`src/rtl/core/kft_pkg.sv`:
```
// Package for the key-file line tokenizer: state, result and phase types,
// byte and code constants, and the character-class and escape helpers.
// No dependencies.
package kft_pkg;

  // Parse phase, one-hot
  typedef enum logic [9:0] {
    PH_START      = 10'b00_0000_0001,
    PH_SECTION    = 10'b00_0000_0010,
    PH_BLANK      = 10'b00_0000_0100,
    PH_COMMENT    = 10'b00_0000_1000,
    PH_KEY        = 10'b00_0001_0000,
    PH_LOCALE     = 10'b00_0010_0000,
    PH_AFTER_KEY  = 10'b00_0100_0000,
    PH_VALUE_LEAD = 10'b00_1000_0000,
    PH_VALUE      = 10'b01_0000_0000,
    PH_HALT       = 10'b10_0000_0000
  } phase_t;

  // Result classes
  localparam logic [2:0] CLS_NONE    = 3'd0;
  localparam logic [2:0] CLS_SECTION = 3'd1;
  localparam logic [2:0] CLS_KEY     = 3'd2;
  localparam logic [2:0] CLS_LOCALE  = 3'd3;
  localparam logic [2:0] CLS_VALUE   = 3'd4;
  localparam logic [2:0] CLS_TEXT    = 3'd5;

  // Line kinds
  localparam logic [1:0] KIND_NONE    = 2'd0;
  localparam logic [1:0] KIND_SECTION = 2'd1;
  localparam logic [1:0] KIND_KEYVAL  = 2'd2;
  localparam logic [1:0] KIND_TEXT    = 2'd3;

  // Error codes
  localparam logic [2:0] ERR_OK         = 3'd0;
  localparam logic [2:0] ERR_BAD_HEADER = 3'd1;
  localparam logic [2:0] ERR_HDR_ESC    = 3'd2;
  localparam logic [2:0] ERR_EMPTY_KEY  = 3'd3;
  localparam logic [2:0] ERR_OPEN_LOC   = 3'd4;
  localparam logic [2:0] ERR_KEY_CHARS  = 3'd5;
  localparam logic [2:0] ERR_NO_EQUALS  = 3'd6;
  localparam logic [2:0] ERR_VALUE_ESC  = 3'd7;

  // Characters
  localparam logic [7:0] CH_NUL    = 8'h00;
  localparam logic [7:0] CH_TAB    = 8'h09;
  localparam logic [7:0] CH_LF     = 8'h0A;
  localparam logic [7:0] CH_VT     = 8'h0B;
  localparam logic [7:0] CH_FF     = 8'h0C;
  localparam logic [7:0] CH_CR     = 8'h0D;
  localparam logic [7:0] CH_SPACE  = 8'h20;
  localparam logic [7:0] CH_HASH   = 8'h23;
  localparam logic [7:0] CH_DASH   = 8'h2D;
  localparam logic [7:0] CH_0      = 8'h30;
  localparam logic [7:0] CH_9      = 8'h39;
  localparam logic [7:0] CH_EQUALS = 8'h3D;
  localparam logic [7:0] CH_UC_A   = 8'h41;
  localparam logic [7:0] CH_UC_Z   = 8'h5A;
  localparam logic [7:0] CH_LBRACK = 8'h5B;
  localparam logic [7:0] CH_BSLASH = 8'h5C;
  localparam logic [7:0] CH_RBRACK = 8'h5D;
  localparam logic [7:0] CH_LC_A   = 8'h61;
  localparam logic [7:0] CH_LC_N   = 8'h6E;
  localparam logic [7:0] CH_LC_R   = 8'h72;
  localparam logic [7:0] CH_LC_S   = 8'h73;
  localparam logic [7:0] CH_LC_T   = 8'h74;
  localparam logic [7:0] CH_LC_Z   = 8'h7A;

  typedef struct packed {
    phase_t     phase;
    logic [7:0] held_data;
    logic       held_valid;
    logic       esc_pend;
    logic       esc_fault;
    logic       name_seen;
    logic       line_open;
    logic [2:0] sticky_err;
  } state_t;

  localparam state_t ST_RESET = '{
    phase:      PH_START,
    held_data:  8'h00,
    held_valid: 1'b0,
    esc_pend:   1'b0,
    esc_fault:  1'b0,
    name_seen:  1'b0,
    line_open:  1'b0,
    sticky_err: ERR_OK
  };

  typedef struct packed {
    logic [2:0] cls;
    logic [7:0] data;
    logic       done;
    logic [1:0] kind;
    logic [2:0] err;
  } result_t;

  typedef struct packed {
    logic [2:0] err;
    logic [1:0] kind;
  } close_t;

  typedef struct packed {
    logic       ok;
    logic [7:0] data;
  } esc_t;

  function automatic logic is_key_char(input logic [7:0] b);
    return (b == CH_DASH) || (b >= CH_0 && b <= CH_9) ||
           (b >= CH_UC_A && b <= CH_UC_Z) || (b >= CH_LC_A && b <= CH_LC_Z);
  endfunction

  function automatic logic is_ws(input logic [7:0] b);
    return (b == CH_SPACE) || (b == CH_TAB) || (b == CH_LF) || (b == CH_VT) ||
           (b == CH_FF) || (b == CH_CR);
  endfunction

  function automatic esc_t decode_escape(input logic [7:0] b);
    esc_t r;
    r.ok = 1'b1;
    case (b)
      CH_LC_S:   r.data = CH_SPACE;
      CH_LC_T:   r.data = CH_TAB;
      CH_LC_N:   r.data = CH_LF;
      CH_LC_R:   r.data = CH_CR;
      CH_BSLASH: r.data = CH_BSLASH;
      default: begin
        r.ok   = 1'b0;
        r.data = CH_NUL;
      end
    endcase
    return r;
  endfunction

  // How an open line ends: error code, or kind when the error is zero.
  function automatic close_t close_line(input state_t st);
    close_t c;
    c.err  = ERR_OK;
    c.kind = KIND_NONE;
    case (st.phase)
      PH_SECTION: begin
        if (!st.held_valid || st.held_data != CH_RBRACK || !st.name_seen)
          c.err = ERR_BAD_HEADER;
        else if (st.esc_pend || st.esc_fault)
          c.err = ERR_HDR_ESC;
        else
          c.kind = KIND_SECTION;
      end
      PH_BLANK, PH_COMMENT: c.kind = KIND_TEXT;
      PH_KEY, PH_AFTER_KEY: c.err = ERR_NO_EQUALS;
      PH_LOCALE:            c.err = ERR_OPEN_LOC;
      PH_VALUE_LEAD:        c.kind = KIND_KEYVAL;
      PH_VALUE: begin
        if (st.esc_pend) c.err = ERR_VALUE_ESC;
        else c.kind = KIND_KEYVAL;
      end
      default: c.kind = KIND_TEXT;
    endcase
    return c;
  endfunction

endpackage

```
`src/rtl/core/kft_step.sv`:
```
// Next-state and result logic for one byte of the key-file tokenizer.
// Purely combinational; uses kft_pkg.
module kft_step #(
  parameter int LINE_NUMBER_BITS = 16
) (
  input  kft_pkg::state_t              st,
  input  logic [LINE_NUMBER_BITS-1:0]  cnt,
  input  logic [7:0]                   data,
  input  logic                         eod_flag,
  output kft_pkg::state_t              st_nxt,
  output logic [LINE_NUMBER_BITS-1:0]  cnt_nxt,
  output kft_pkg::result_t             res
);

  logic             eod;
  kft_pkg::close_t  cl;
  kft_pkg::esc_t    esc_held;
  kft_pkg::esc_t    esc_in;

  assign eod      = eod_flag || (data == kft_pkg::CH_NUL);
  assign cl       = kft_pkg::close_line(st);
  assign esc_held = kft_pkg::decode_escape(st.held_data);
  assign esc_in   = kft_pkg::decode_escape(data);

  always_comb begin
    st_nxt  = st;
    cnt_nxt = cnt;
    res     = '0;

    if (st.phase == kft_pkg::PH_HALT) begin
      res.err = st.sticky_err;
      if (eod) begin
        st_nxt  = kft_pkg::ST_RESET;
        cnt_nxt = LINE_NUMBER_BITS'(1);
      end
    end else if (eod || data == kft_pkg::CH_LF) begin
      if (st.line_open || data == kft_pkg::CH_LF) begin
        if (st.line_open && cl.err != kft_pkg::ERR_OK) begin
          res.err           = cl.err;
          st_nxt.sticky_err = cl.err;
          st_nxt.phase      = kft_pkg::PH_HALT;
        end else begin
          res.done = 1'b1;
          res.kind = st.line_open ? cl.kind : kft_pkg::KIND_TEXT;
          st_nxt   = kft_pkg::ST_RESET;
          st_nxt.sticky_err = st.sticky_err;
          if (cnt != {LINE_NUMBER_BITS{1'b1}})
            cnt_nxt = cnt + LINE_NUMBER_BITS'(1);
        end
      end
      if (eod) begin
        st_nxt  = kft_pkg::ST_RESET;
        cnt_nxt = LINE_NUMBER_BITS'(1);
      end
    end else begin
      case (st.phase)
        kft_pkg::PH_START: begin
          st_nxt.line_open = 1'b1;
          if (data == kft_pkg::CH_LBRACK) begin
            st_nxt.phase = kft_pkg::PH_SECTION;
          end else if (kft_pkg::is_ws(data)) begin
            st_nxt.phase = kft_pkg::PH_BLANK;
            res.cls      = kft_pkg::CLS_TEXT;
            res.data     = data;
          end else if (data == kft_pkg::CH_HASH) begin
            st_nxt.phase = kft_pkg::PH_COMMENT;
            res.cls      = kft_pkg::CLS_TEXT;
            res.data     = data;
          end else if (kft_pkg::is_key_char(data)) begin
            st_nxt.phase = kft_pkg::PH_KEY;
            res.cls      = kft_pkg::CLS_KEY;
            res.data     = data;
          end else begin
            res.err           = kft_pkg::ERR_EMPTY_KEY;
            st_nxt.sticky_err = kft_pkg::ERR_EMPTY_KEY;
            st_nxt.phase      = kft_pkg::PH_HALT;
          end
        end
        kft_pkg::PH_SECTION: begin
          // the byte held from last time goes through the unescaper now
          if (st.held_valid) begin
            st_nxt.name_seen = 1'b1;
            if (!st.esc_fault) begin
              if (st.esc_pend) begin
                st_nxt.esc_pend = 1'b0;
                if (esc_held.ok) begin
                  res.cls  = kft_pkg::CLS_SECTION;
                  res.data = esc_held.data;
                end else begin
                  st_nxt.esc_fault = 1'b1;
                end
              end else if (st.held_data == kft_pkg::CH_BSLASH) begin
                st_nxt.esc_pend = 1'b1;
              end else begin
                res.cls  = kft_pkg::CLS_SECTION;
                res.data = st.held_data;
              end
            end
          end
          st_nxt.held_data  = data;
          st_nxt.held_valid = 1'b1;
        end
        kft_pkg::PH_BLANK: begin
          if (kft_pkg::is_ws(data)) begin
            res.cls  = kft_pkg::CLS_TEXT;
            res.data = data;
          end else begin
            res.err           = kft_pkg::ERR_EMPTY_KEY;
            st_nxt.sticky_err = kft_pkg::ERR_EMPTY_KEY;
            st_nxt.phase      = kft_pkg::PH_HALT;
          end
        end
        kft_pkg::PH_COMMENT: begin
          res.cls  = kft_pkg::CLS_TEXT;
          res.data = data;
        end
        kft_pkg::PH_KEY: begin
          if (kft_pkg::is_key_char(data)) begin
            res.cls  = kft_pkg::CLS_KEY;
            res.data = data;
          end else if (data == kft_pkg::CH_LBRACK) begin
            st_nxt.phase = kft_pkg::PH_LOCALE;
          end else if (data == kft_pkg::CH_SPACE) begin
            st_nxt.phase = kft_pkg::PH_AFTER_KEY;
          end else if (data == kft_pkg::CH_EQUALS) begin
            st_nxt.phase = kft_pkg::PH_VALUE_LEAD;
          end else begin
            res.err           = kft_pkg::ERR_KEY_CHARS;
            st_nxt.sticky_err = kft_pkg::ERR_KEY_CHARS;
            st_nxt.phase      = kft_pkg::PH_HALT;
          end
        end
        kft_pkg::PH_LOCALE: begin
          if (data == kft_pkg::CH_RBRACK) begin
            st_nxt.phase = kft_pkg::PH_AFTER_KEY;
          end else begin
            res.cls  = kft_pkg::CLS_LOCALE;
            res.data = data;
          end
        end
        kft_pkg::PH_AFTER_KEY: begin
          if (data == kft_pkg::CH_EQUALS) begin
            st_nxt.phase = kft_pkg::PH_VALUE_LEAD;
          end else if (data != kft_pkg::CH_SPACE) begin
            res.err           = kft_pkg::ERR_KEY_CHARS;
            st_nxt.sticky_err = kft_pkg::ERR_KEY_CHARS;
            st_nxt.phase      = kft_pkg::PH_HALT;
          end
        end
        kft_pkg::PH_VALUE_LEAD, kft_pkg::PH_VALUE: begin
          // leading spaces after '=' are skipped
          if (!(st.phase == kft_pkg::PH_VALUE_LEAD && data == kft_pkg::CH_SPACE)) begin
            st_nxt.phase = kft_pkg::PH_VALUE;
            if (st.esc_pend) begin
              st_nxt.esc_pend = 1'b0;
              if (esc_in.ok) begin
                res.cls  = kft_pkg::CLS_VALUE;
                res.data = esc_in.data;
              end else begin
                res.err           = kft_pkg::ERR_VALUE_ESC;
                st_nxt.sticky_err = kft_pkg::ERR_VALUE_ESC;
                st_nxt.phase      = kft_pkg::PH_HALT;
              end
            end else if (data == kft_pkg::CH_BSLASH) begin
              st_nxt.esc_pend = 1'b1;
            end else begin
              res.cls  = kft_pkg::CLS_VALUE;
              res.data = data;
            end
          end
        end
        default: begin
        end
      endcase
    end
  end

endmodule

```
`src/rtl/core/keyfile_line_tokenizer.sv`:
```
// Top level of the key-file line tokenizer: input register, parser state,
// result register. Depends on kft_pkg and kft_step.
//
// Usage:
//   Input channel (in_valid/in_ready): one text byte per word, plus an
//   end-of-data flag. A zero byte also counts as end of data. End of data
//   closes any open line and puts the parser back to its start state.
//   Output channel (out_valid/out_ready): exactly one result word per input
//   word: byte class, decoded byte, line-done flag with line kind, fault
//   code and line number. Section names come out one byte late, so the
//   closing ']' never appears.
//   Path: the accepting edge loads the input register; the word then moves
//   on into the result register when that register is empty or being read.
//   Throughput: one word per cycle, sustained while out_ready stays high;
//   the parser state loop is one pass through kft_step into st_r.
//   Stall: when out_ready is low the result register holds; the input
//   register still takes one more word, then in_ready drops until the
//   result is taken.
//   Reset (rst_n low, synchronous): both registers empty, parser at line
//   start, line number 1, no error.
module keyfile_line_tokenizer #(
  parameter int LINE_NUMBER_BITS = 16
) (
  input  logic                         clk,
  input  logic                         rst_n,
  // input channel
  input  logic                         in_valid,
  output logic                         in_ready,
  input  logic [7:0]                   in_data_byte,
  input  logic                         in_end_of_data,
  // result channel
  output logic                         out_valid,
  input  logic                         out_ready,
  output logic [2:0]                   out_class,
  output logic [7:0]                   out_byte,
  output logic                         out_line_done,
  output logic [1:0]                   out_line_kind,
  output logic [2:0]                   out_fault_code,
  output logic [LINE_NUMBER_BITS-1:0]  out_line_number
);

  // input register
  logic        s1_valid_r;
  logic [7:0]  s1_data_r;
  logic        s1_eod_r;

  // parser state
  kft_pkg::state_t              st_r;
  kft_pkg::state_t              st_nxt;
  logic [LINE_NUMBER_BITS-1:0]  cnt_r;
  logic [LINE_NUMBER_BITS-1:0]  cnt_nxt;
  kft_pkg::result_t             res;

  // result register
  logic                         out_valid_r;
  kft_pkg::result_t             out_res_r;
  logic [LINE_NUMBER_BITS-1:0]  out_num_r;

  logic s1_move;   // word in input register goes to result register

  assign s1_move  = s1_valid_r && (!out_valid_r || out_ready);
  assign in_ready = !s1_valid_r || s1_move;

  kft_step #(
    .LINE_NUMBER_BITS (LINE_NUMBER_BITS)
  ) u_step (
    .st       (st_r),
    .cnt      (cnt_r),
    .data     (s1_data_r),
    .eod_flag (s1_eod_r),
    .st_nxt   (st_nxt),
    .cnt_nxt  (cnt_nxt),
    .res      (res)
  );

  // control and parser state
  always_ff @(posedge clk) begin
    if (!rst_n) begin
      s1_valid_r  <= 1'b0;
      out_valid_r <= 1'b0;
      st_r        <= kft_pkg::ST_RESET;
      cnt_r       <= LINE_NUMBER_BITS'(1);
    end else begin
      if (in_ready) s1_valid_r <= in_valid;
      if (s1_move) begin
        out_valid_r <= 1'b1;
        st_r        <= st_nxt;
        cnt_r       <= cnt_nxt;
      end else if (out_ready) begin
        out_valid_r <= 1'b0;
      end
    end
  end

  // payload
  always_ff @(posedge clk) begin
    if (in_ready && in_valid) begin
      s1_data_r <= in_data_byte;
      s1_eod_r  <= in_end_of_data;
    end
    if (s1_move) begin
      out_res_r <= res;
      out_num_r <= cnt_r;   // number of the line this byte belongs to
    end
  end

  assign out_valid       = out_valid_r;
  assign out_class       = out_res_r.cls;
  assign out_byte        = out_res_r.data;
  assign out_line_done   = out_res_r.done;
  assign out_line_kind   = out_res_r.kind;
  assign out_fault_code  = out_res_r.err;
  assign out_line_number = out_num_r;

endmodule
```
`config.mk`:
```
export PLATFORM = sky130hd
export DESIGN_NAME = keyfile_line_tokenizer
export DESIGN_NICKNAME = d
export VERILOG_FILES = /design/src/rtl/core/kft_pkg.sv /design/src/rtl/core/kft_step.sv /design/src/rtl/core/keyfile_line_tokenizer.sv
export SDC_FILE = /design/constraint.sdc
export NUM_CORES = 1
export LEC_CHECK = 0
export ABC_AREA = 0
export ABC_CLOCK_PERIOD_IN_PS = 3000
export BUFFER_PORTS_ARGS = -buffer_cell sky130_fd_sc_hd__buf_4
export CORE_ASPECT_RATIO = 1.2
export CORE_MARGIN = 3
export CORE_UTILIZATION = 50
export CTS_CLUSTER_SIZE = 30
export DETAILED_ROUTE_END_ITERATION = 7
export GPL_ROUTABILITY_DRIVEN = 0
export PLACE_DENSITY = 0.69
export SYNTH_ARGS = -nofsm -noshare
export SYNTH_HDL_FRONTEND = slang
export SYNTH_SLANG_ARGS = --single-unit
```
`constraint.sdc`:
```
create_clock -name clk -period 3 [get_ports clk]
set_input_delay 0.45 -clock clk [delete_from_list [all_inputs] [get_ports clk]]
set_output_delay 0.45 -clock clk [all_outputs]
set_load 0.02 [all_outputs]
```
# Word-level counts from Yosys, hierarchy flattened
# Cells that the tools add are included.
# classes
n_eq_ne	57
n_bitwise	2
n_addsub	1
mux	110
reduce_logical	54
n_lt_le_gt_ge	6
# ops
op	n
2-to-1 mux 10 bit	18
2-to-1 mux 26 bit	5
2-to-1 mux 11 bit	11
2-to-1 mux 16 bit	7
2-to-1 mux 3 bit	35
== test 8 x 7 -> 1 bit (second input constant)	12
one-hot mux 11 bit (7 select lines)	1
one-hot mux 7 bit (5 select lines)	2
one-hot mux 10 bit (6 select lines)	1
inequality test 4 x 2 -> 1 bit (second input constant)	14
== test 8 x 4 -> 1 bit (second input constant)	5
== test 8 x 6 -> 1 bit (second input constant)	4
one-hot mux 3 bit (5 select lines)	2
2-to-1 mux 9 bit	3
AND reduction 19 bit	1
adder 16 x 1 -> 16 bit (second input constant)	1
greater-or-equal comparator 8 x 7 -> 1 bit (second input constant)	2
less-or-equal comparator 8 x 7 -> 1 bit (second input constant)	2
logical OR 1 bit	16
2-to-1 mux 2 bit	8
inequality test 16 bit (second input constant)	1
2-to-1 mux 1 bit	13
2-to-1 mux 13 bit	1
one-hot mux 3 bit (4 select lines)	1
38 further kinds	64
# word_totals
elab_cells	249
input_bits	13
output_inout_bits	35
regBits	86

# Logic depth before layout (Yosys ltp)
# depth
word_depth	12
ltp_mapped	11
ltp_nobuf	7

# Hierarchy
# From an unflattened synthesis, not the netlist that was laid out.
# unflattened
cells_unflattened	677
area_unflattened_um2	5775.5
# modules_own_cells
mod	n_inst	cells_each	area_per_inst_um2	seq_area_each_um2
keyfile_line_tokenizer	1	234	3074.2	2142.1
kft_step	1	443	2701.3	0.0

# Worst setup path before layout
# Ideal clock, no wire load.
# synth_timing
kind	reg2reg
start	reg s1_data_r[5]
end	reg cnt_r[15]
arrival_time_ps	2290
n_path_buf	2
setup_ps	122
synth_period_minus_slack_ps	2412
required_ps	2878
slack_ps	588
stages_incl_launch_ff	10
path_cell_list	edfxtp_1 -> buf_6 -> nor4_4 -> nand2_1 -> or2_0 -> buf_6 -> nor4_4 -> a21oi_4 -> o311a_1 -> a311o_1
# synth_via
elab_chain_cells	5
word_cells_on_any_way	14
cone_classes	3 x eq/ne; 3 x mux; 8 x reduce/logical
# synth_rtl
item	line	text
start: declaration	keyfile_line_tokenizer.sv:44	logic [7:0] s1_data_r;
start signal: assignment	keyfile_line_tokenizer.sv:98	s1_data_r <= in_data_byte;
zero test 8 bit	kft_step.sv:20	assign eod = eod_flag || (data == kft_pkg::CH_NUL);
logical OR 1 bit	kft_step.sv:20	
logical OR 1 bit or 2-to-1 mux 16 bit (tied branches)	kft_step.sv:36, kft_step.sv:51	
nonzero test 2 bit (no line) or 2-to-1 mux 16 bit (tied branches)	n/a	
AND reduction 6 bit (no line) or 2-to-1 mux 16 bit (tied branches)	n/a	
end signal: assignment	keyfile_line_tokenizer.sv:88	cnt_r <= cnt_nxt;
end: declaration	keyfile_line_tokenizer.sv:50	logic [LINE_NUMBER_BITS-1:0] cnt_r;
# Several ways; a longest one is shown, not always the timed one. The select of a mux whose other input is x is not followed.
# A chain may end at the register's enable or synchronous reset.

# Worst setup path in the final report
# layout_timing
start	reg s1_data_r[6]
end	reg cnt_r[15]
# The elaborated chain is that of the path after synthesis.

==> qor.yml <==
status: "finished clean"
overflow: 0
finalCritPeriodShare_pct: 93.2
startpoint_type: "register"
clk_pin_slew_ns: 0.07
grt_use_total_pct: 23.7
setup_viol: 0
synth_flop_cell: "dfxtp_1"
clock_latency_ns: 0.35
route.detailed.wl_per_inst_um: 18.1
slew_viol_final: 0
first_pass_iters: 6
cp_common_cell: "nor4_4"
fmax_mhz: 358
sequentialPowerShare_pct: 46.7
hold_viol: 0
grt_pass1_wl_mm: 21.6
ys_seq_area_share_pct: 41.6
synth_common_cells: "nor2_1 (51), nand2_1 (49), dfxtp_1 (44)"
yosysTopAreaCell: "edfxtp_1"
grt_pass1_vias: 4328
power_switching_w: 0.000726
drtIter0Drc: 480
crit_arrival_ns: 3.03
fin_nets: 616
synth-seq-cells: 86
yosysUniqueCellTypes: 87
synth_edf_count: 42
hp-class: "primary input to register"
synth-async-reset-ratio_pct: 0
port-buffer-count: 47
setup_ws_ns: 0.205
swShare_pct: 26.1
crit_type: "register to register"
hold_buffers: 0
cts_tree: "built"
boundaryPins: 48
fin_tns_setup_ns: 0
place_area_sq_um: 5570
synth.avg_cell_area_sq_um: 9.36
drc: 0
vdd_drop_max_v: 0.000341
intPower_w: 0.00206
crit_slowest_cell: "edfxtp_1"
crit_fanout: 28
vias: 4612
fin_cells: 730
synth_most_common_cell: "nor2_1"
multi_input_comb_area_sq_um: 2680
core_sq_um: 9760
synth_cells: 550
endpoint_kind: "register"
synth_top_area_share_pct: 24.5
die_h_um: 117
syn_area_sq_um: 5150
antenna_cells: 0
crit_required_ns: 3.23
clkPwrFrac_pct: 41.3
power_w: 0.00278
dp.cells: 710
power.leakage_nw: 2.00
clock_sinks: 86
std_cell_rows: 39
hpwl_mm: 10.1
rsz0062_at_grt: "false"
grt_max_degree: 29
cts-root-buf: "clkbuf_16"
die_x_um: 98.6
synthTopCellsByArea: "edfxtp_1 (24%), dfxtp_1 (17%), nor2_1 (3.7%)"
synth_fp_nets: 564
p_comb_share_pct: 12.0
regArea_sq_um: 2140
initial_core_util_pct: 52.8
relSlewSlack_pct: 30.1
numCtsBuffers: 9
drive_above_1_share_pct: 21.7
fin_area_sq_um: 5920
totalWireLength_mm: 13.2
tightest_slew_ns: 1.03
clockBufferDepth: 2
antenna_found_initial: 0
max-cap-violations: 0
power_density_nw_per_um2: 471
skew_ns: 0.00866
yosys_warnings: 0
fin_crit_ns: 2.79
fp.dieArea_sq_um: 11600
antenna_left: 0
syn2layout_area_growth_pct: 14.9
num-fill-cells: 865
cp_slowest_stage_delay_ns: 0.54
path_cells: "nor4_4 > nand2_1 > or2_0 > nor4_4 > a21oi_4 > o311a_1 > a311o_1"
dp_slack_ns: 0.142
vias_per_cell: 6.32
h-tree-depth: 3
## worst paths after layout
check / startpoint / slack [ns] / cells after the start / end
setup / recovery: s1_data_r[6]$_DFFE_PP_ / 0.21 / 7 / cnt_r[15]$_SDFFE_PN0P_
hold / removal: in_data_byte[5] / 0.28 / 1 / s1_data_r[5]$_DFFE_PP_
setup reg to reg: s1_data_r[6]$_DFFE_PP_ / 0.21 / 7 / cnt_r[15]$_SDFFE_PN0P_
hold reg to reg: st_r[0]$_SDFFE_PN0P_ / 0.48 / 2 / st_r[0]$_SDFFE_PN0P_
## area by class of cell
class | instances | area share, %
Multi-Input combinational cell | 415 | 45.3
Sequential cell | 86 | 36.2
Timing Repair Buffer | 79 | 10.0
Clock buffer | 9 | 3.81
Tap cell | 123 | 2.60
Clock inverter | 7 | 1.37
Inverter | 11 | 0.698
## flip-flops by register name (all words and copies together), names as in the netlist
signal and flops:
cnt_r 16, out_byte 8, out_class 3, out_fault_code 3, out_line_done 1, out_line_kind 2, out_line_number 16, out_valid 1
s1_data_r 8, s1_eod_r 1, s1_valid_r 1, st_r 26
## what timing repair did
item,in CTS,in global routing
gates resized for setup,0,3
setup buffers,0,4
endpoints found under the setup margin,0,8
## placed cells by master, fill, tap and decap left out, drive strengths merged, types with 4 or more instances in the layout
cell / synthesis / layout
nor4: 15 / 15
edfxtp: 42 / 42
dfxtp: 44 / 44
o21ai: 42 / 42
xnor2: 7 / 7
a21oi: 36 / 36
o31ai: 11 / 11
and4b: 4 / 4
buf: 22 / 79
clkbuf: 14 / 9
o211ai: 8 / 8
mux2i: 6 / 6
or4: 17 / 17
nor2b: 6 / 6
or3: 7 / 7
nand3: 30 / 30
a21o: 6 / 6
a211oi: 4 / 4
nand4: 7 / 7
nand2b: 13 / 13
and2: 4 / 4
a31oi: 9 / 9
a22o: 10 / 10
nand4b: 7 / 7
nor2: 53 / 53
a31o: 4 / 4
inv: 11 / 14
nor3: 8 / 8
nand2: 49 / 49
and3: 5 / 5
## metal layers
layer / global-route usage, % / wire length (um) / up-vias
met5: 0 / 0 / -
met4: 11.7 / 502 / 0
met3: 5.10 / 797 / 35
met2: 41.3 / 6580 / 175
met1: 27.8 / 5350 / 2177
li1: - / - / 2225
## critical path, delay by kind of cell (launching register included)
kind               cells  cell delay (ns)
AOI/OAI and AO/OA      3             0.91
and+or+nand+nor        4             1.22
DFF                    1             0.54
## kinds of logic after synthesis
kind of cell	Yosys count	share of synthesized area (%)
XOR/XNOR	8	1.36
flip-flops	86	41.6
AND/OR/NAND/NOR	243	27.8
buffers and inverters	49	6.58
AO/OA/AOI/OAI	156	21.0
adder cells (fa/ha/maj)	1	0.243
multiplexers	7	1.38
## power by group through the flow
| stage | clock network [W] | registers [W] | logic, W |
|---|---|---|---|
| finish | 0.00115 | 0.00130 | 0.000334 |
| CTS | 0.00117 | 0.00130 | 0.000323 |
| detailed placement | 0 | 0.00133 | 0.000321 |
| global route | 0.00122 | 0.00131 | 0.000363 |
| floorplan | 0 | 0.00134 | 0.000218 |
| global placement | 0 | 0.00133 | 0.000318 |
## per-stage QoR
| stage | hold slack [ns] | utilization (%) |
|---|---|---|
| 2_1_floorplan | 0.434 | - |
| 3_3_place_gp | 0.445 | 57.1 |
| 3_5_place_dp | 0.461 | 57.1 |
| 5_1_grt | 0.263 | 60.6 |
| 6_report | 0.276 | 60.6 |
| 4_1_cts | 0.268 | 60.2 |
(Power assumes the default switching activity.)
